--- config.mk ---
export PLATFORM = sky130hd
export DESIGN_NAME = prf_ctrl
export DESIGN_NICKNAME = d
export VERILOG_FILES = /design/src/sv/prf_pkg.sv /design/src/sv/prf_ctrl.sv
export SDC_FILE = /design/constraint.sdc
export NUM_CORES = 1
export LEC_CHECK = 0
export ABC_AREA = 1
export BUFFER_PORTS_ARGS = -buffer_cell sky130_fd_sc_hd__buf_2
export CORE_AREA = 2 2 39 41
export DETAILED_ROUTE_END_ITERATION = 7
export DIE_AREA = 0 0 41 43
export GPL_ROUTABILITY_DRIVEN = 0
export GPL_TIMING_DRIVEN = 1
export SYNTH_ARGS = -nofsm -noshare
export SYNTH_HDL_FRONTEND = slang
export SYNTH_SLANG_ARGS = --single-unit
--- constraint.sdc ---
create_clock -name clk -period 3.6 [get_ports clk]
set_clock_uncertainty 0.05 [all_clocks]
set_input_delay 0.54 -clock clk [delete_from_list [all_inputs] [get_ports clk]]
set_output_delay 0.54 -clock clk [all_outputs]
set_load 0.005 [all_outputs]
--- src/sv/prf_pkg.sv ---
// Shared types and constants of the paged register file.
package prf_pkg;

  localparam int PAGE_COUNT  = 8;
  localparam int PAGE_W      = $clog2(PAGE_COUNT);
  localparam int REG_W       = 8;
  localparam int DATA_W      = 8;
  localparam int ADDR_W      = PAGE_W + REG_W;
  localparam int STORE_DEPTH = PAGE_COUNT << REG_W;
  localparam int CFG_INDEX_W = 8;

  // Request codes carried in req_type.
  localparam logic [1:0] REQ_WRITE_START = 2'd0;
  localparam logic [1:0] REQ_READ_START  = 2'd1;
  localparam logic [1:0] REQ_WRITE_BYTE  = 2'd2;
  localparam logic [1:0] REQ_READ_BYTE   = 2'd3;

  // Special register offsets and their reset contents.
  localparam logic [REG_W-1:0]  PAGE_REG       = 8'hFF;
  localparam logic [REG_W-1:0]  CHIP_ID_REG    = 8'hF4;
  localparam logic [REG_W-1:0]  REVISION_REG   = 8'hF5;
  localparam logic [DATA_W-1:0] CHIP_ID_RESET  = 8'h86;
  localparam logic [DATA_W-1:0] REVISION_RESET = 8'h00;

  // Configuration register indexes.
  localparam logic [CFG_INDEX_W-1:0] CFG_CHIP_ID  = 8'd0;
  localparam logic [CFG_INDEX_W-1:0] CFG_REVISION = 8'd1;

  // Commands from the controller to the datapath.
  typedef struct packed {
    logic clear_step;  // write one entry of the initial image
    logic cfg_write;   // take a configuration write
    logic item_go;     // execute the accepted item
    logic load_out;    // capture the read byte into the output register
  } cmd_t;

  // Status from the datapath to the controller.
  typedef struct packed {
    logic clear_last;  // the clearing pass is at its last entry
  } status_t;

endpackage

--- src/sv/prf_ctrl.sv ---
// Controller state machine of the paged register file.
module prf_ctrl (
  input  logic             clk,
  input  logic             rst,
  input  logic             in_valid,
  input  logic [1:0]       req_type,
  input  logic             out_stall,
  input  logic             cfg_valid,
  input  prf_pkg::status_t status,
  output prf_pkg::cmd_t    cmd,
  output logic             in_stall,
  output logic             out_valid
);
  import prf_pkg::*;

  localparam logic [1:0] ST_CLEAR = 2'd0;
  localparam logic [1:0] ST_IDLE  = 2'd1;
  localparam logic [1:0] ST_READ  = 2'd2;
  localparam logic [1:0] ST_OUT   = 2'd3;

  logic [1:0] state;
  logic [1:0] state_next;

  always_comb begin
    state_next     = state;
    cmd.clear_step = 1'b0;
    cmd.cfg_write  = cfg_valid;
    cmd.item_go    = 1'b0;
    cmd.load_out   = 1'b0;
    in_stall       = 1'b1;
    out_valid      = 1'b0;
    case (state)
      ST_CLEAR: begin
        // A configuration write takes the memory port for its cycle.
        cmd.clear_step = !cfg_valid;
        if (!cfg_valid && status.clear_last) begin
          state_next = ST_IDLE;
        end
      end
      ST_IDLE: begin
        in_stall    = cfg_valid;
        cmd.item_go = in_valid && !cfg_valid;
        if (cmd.item_go && (req_type == REQ_READ_BYTE)) begin
          state_next = ST_READ;
        end
      end
      ST_READ: begin
        cmd.load_out = 1'b1;
        state_next   = ST_OUT;
      end
      ST_OUT: begin
        out_valid = 1'b1;
        if (!out_stall) begin
          state_next = ST_IDLE;
        end
      end
      default: begin
        state_next = ST_CLEAR;
      end
    endcase
  end

  always_ff @(posedge clk) begin
    if (rst) begin
      state <= ST_CLEAR;
    end else begin
      state <= state_next;
    end
  end

endmodule

[Word-level counts from Yosys, hierarchy flattened]
Cells that the tools add are included.
Operators by class
  equality and inequality tests: 7
  shift-type cells: 0
  mux-type cells: 9
  multipliers: 0
  order comparisons: 0
  divide/modulo/power cells: 0
  add/subtract/negate cells: 0
  reductions and logical operators: 6
  bitwise operators: 0
Operator list (number)
  one-hot mux 2 bit (4 select lines): 1
  == test 2 bit, second input constant: 3
  2-to-1 mux 2 bit: 3
  != test 2 bit, second input constant: 3
  2-to-1 mux 1 bit: 5
  logical AND 1 bit: 3
  AND reduction 3 bit: 1
  == test 2 x 1 -> 1 bit, second input constant: 1
  logical NOT 2 bit: 1
  logical NOT 1 bit: 1
Storage, ports and cells
  bits in latches: 0
  ROM bits: 0
  register bits: 2
  RAM bits: 0
  memories: 0
  output and inout bits: 6
  logic and storage cells: 23

[Logic depth before layout (Yosys ltp)]
  word-level depth: 5
  depth in mapped cells: 8
  mapped depth without buffers: 8

[Least setup slack after synthesis]
No wires, ideal clock.
  kind: input-to-output
  start point: input port cfg_valid
  end point: output port cmd[1] (netlist name)
  slack: 2254 ps
  arrival: 756 ps
  stages: 3
  cell sequence: inv_2 > nand2_1 > nor2_1
RTL lines
  start: declaration: RTL line prf_ctrl.sv:8  | input logic cfg_valid,
  end: declaration: RTL line prf_ctrl.sv:10  | output prf_pkg::cmd_t cmd,

==> flow_metrics.env <==
export IMPL_syn_nets=46
export IMPL_die_height_um=43
export IMPL_nNetsFinal=63
export IMPL_core_area_um2=1380
export IMPL_maxSlewHeadroom=0.903
export IMPL_num_vias=225
export IMPL_dieWidth_um=41
export IMPL_drcViolationCount=0
export IMPL_timing_final_ws_setup_ps=1890
export IMPL_post_cts_setup_buffers=0
export IMPL_grt_pass1_vias=182
export IMPL_end_kind="output port"
export IMPL_grt_max_degree=5
export IMPL_avgSynthCellArea_um2=6.40
export IMPL_dpl_hpwl_um=338
export IMPL_setup_tns_ps=0
export IMPL_cp_start_kind="flop"
export IMPL_use_met3=0.0628
export IMPL_hold_depth=2
export IMPL_reg2reg_to="state[1]"
export IMPL_largest_reg_flops=2
export IMPL_power_density_nw_per_um2=606
export IMPL_antenna_cells=0
export IMPL_yosysUniqueCellTypes=10
export IMPL_drive_gt1_frac=0.408
export IMPL_wirelength_um=393
export IMPL_io_buffer_count=13
export IMPL_num_io_pins=14
export IMPL_grt_use_met2=0.0750
export IMPL_r2r_cells=6
export IMPL_synth_adder_area_share=0.230
export IMPL_seq_area_frac_synth=0.184
export IMPL_first_iter_violations=2
export IMPL_synth_mux_area_fraction=0
export IMPL_cts_hold_buffers=0
export IMPL_synth_edf_count=0
export IMPL_yosys_register_bits=2
export IMPL_yosys_area_share_simple=0.299
export IMPL_netlist_area_um2=218
export IMPL_synthXorXnorAreaFrac=0
export IMPL_htreeDepth=1
export IMPL_ys_flop_type="dfxtp_1"
export IMPL_overflow=0
export IMPL_post_place_ws_ps=2040
export IMPL_finalHoldViolations=0
export IMPL_status="complete, no violations"
export IMPL_leakagePower_nw=0.202
export IMPL_r2r_start="state[0]"
export IMPL_synth_top_cell_area_share=0.230
export IMPL_post_drt_wl_per_cell_um=6.05
export IMPL_cts_tree="done"
export IMPL_post_place_cells=62
export IMPL_hold_path_end="state[0]"
export IMPL_grt_busiest_layer="met2"
export IMPL_synth_top_family_by_area="simple AND/OR/NAND/NOR gates"
export IMPL_synth_area_top_cells="ha_1 23%, dfxtp_1 18%, nand2_1 16%"
export IMPL_path_clk_slew_ps=30
export IMPL_max_freq_mhz=583
export IMPL_crit_type="reg2out"
export IMPL_final_cells=65
export IMPL_worstMarginPinSlew_ps=145
export IMPL_grt_use_met1=0.0510
export IMPL_grt_pass1_wl_um=607
export IMPL_antenna_found_initial=0
export IMPL_clock_root_buffer="clkbuf_4"
export IMPL_drv_slew=0
export IMPL_yosys_area_top_type="ha_1"
export IMPL_clk_latency_ps=220
export IMPL_max_cap_violations=0
export IMPL_final_antenna_net_count=0
export IMPL_worstPathRequired_ps=3010
export IMPL_cts_resized=0
export IMPL_worstHoldStart="rst"
export IMPL_clockBufferDepth=2
export IMPL_dieArea_um2=1760
export IMPL_initial_utilization=0.157
export IMPL_post_route_min_period_ps=1710
export IMPL_syn2layout_area_growth_pct=46.0
export IMPL_cts_buffers=3
export IMPL_cts_sink_count=2
export IMPL_yosys_top_cells_count="9 x nand2_1, 8 x inv_1, 5 x nor2_1"
export IMPL_ir_worst_vdd_uv=116
export IMPL_synth_compound_area_frac=0.0977
export IMPL_routed_via_density=3.46
export IMPL_synth_most_common_cell="nand2_1"
export IMPL_top_regs="state: 2 flops"
export IMPL_drt_pass1_iter_count=2
export IMPL_fp_row_count=14
export IMPL_synth_async_reset_ratio=0
export IMPL_arrival_ps=1120
export IMPL_rsz0062_at_grt="no"
export IMPL_r2r_setup_slack_ps=2370
export IMPL_setup_viol_count_final=0
export IMPL_path_max_fanout=4
export IMPL_period_share=0.476
export IMPL_postSynthCellCount=34
export IMPL_hp_class="in2reg"
export IMPL_yosys_warnings=0
export IMPL_grt_util_all_layers=0.0551
export IMPL_top_register="state"
## layout by cell type (no fill, tap or decap)
cell	n
ha_1	4
inv_1	8
nand2_1	9
buf_2	13
a21oi_4	1
nand2_2	2
inv_2	1
clkbuf_4	3
a21oi_1	1
dfxtp_1	2
nor2_1	5
## worst max-delay path, stage by stage (launching register included)
cell and delay, ps:
dfxtp_1 370, inv_1 80, ha_1 240, inv_1 70, nor2_1 30, buf_2 110
## worst max path at each step
stage	endpoint	slack [ps]	depth (start not counted)	startpoint
after global placement	cmd[1]	2050	5	cfg_valid
after CTS	cmd[3]	1870	5	state[0]
after detailed placement	cmd[1]	2040	5	cfg_valid
final	cmd[3]	1890	5	state[0]
after global routing	cmd[3]	1780	5	state[1]
after floorplan	cmd[1]	2250	3	cfg_valid
## metal layers
metal / wire [um] / up-vias
li1: - / 125
met1: 180 / 91
met2: 163 / 9
met3: 49 / 0
met4: 0 / 0
met5: 0 / -
## where the power goes
| group | leakage, nW | switching [mW] | internal, mW |
|---|---|---|---|
| sequential | 0.0166 | 0.00868 | 0.0319 |
| clock | 0.0138 | 0.0121 | 0.0367 |
| combinational | 0.171 | 0.0559 | 0.0473 |
| total | 0.202 | 0.0767 | 0.116 |
## layout make-up
type	instances	area, um2
flip-flops and latches	2	40.0
repair buffers	13	65.1
well taps	16	20.0
fillers	169	1070
multi-input cells	22	136
clock buffers	3	22.5
inverters	9	33.8
## cells by family after synthesis
group,Yosys count
flops,2
compound gates,2
fa+ha+maj,4
simple gates,16
buf+inv,10
## through the flow
step	instance area, um2	total power [mW]	util	hold slack (ps)
final	318	0.193	0.230	447
after global routing	318	0.218	0.230	448
after CTS	318	0.199	0.230	439
after detailed placement	295	0.147	0.213	447
after global placement	295	0.145	0.213	451
after floorplan	218	0.119	-	417
Note: power is estimated with default switching activity, not from simulation.
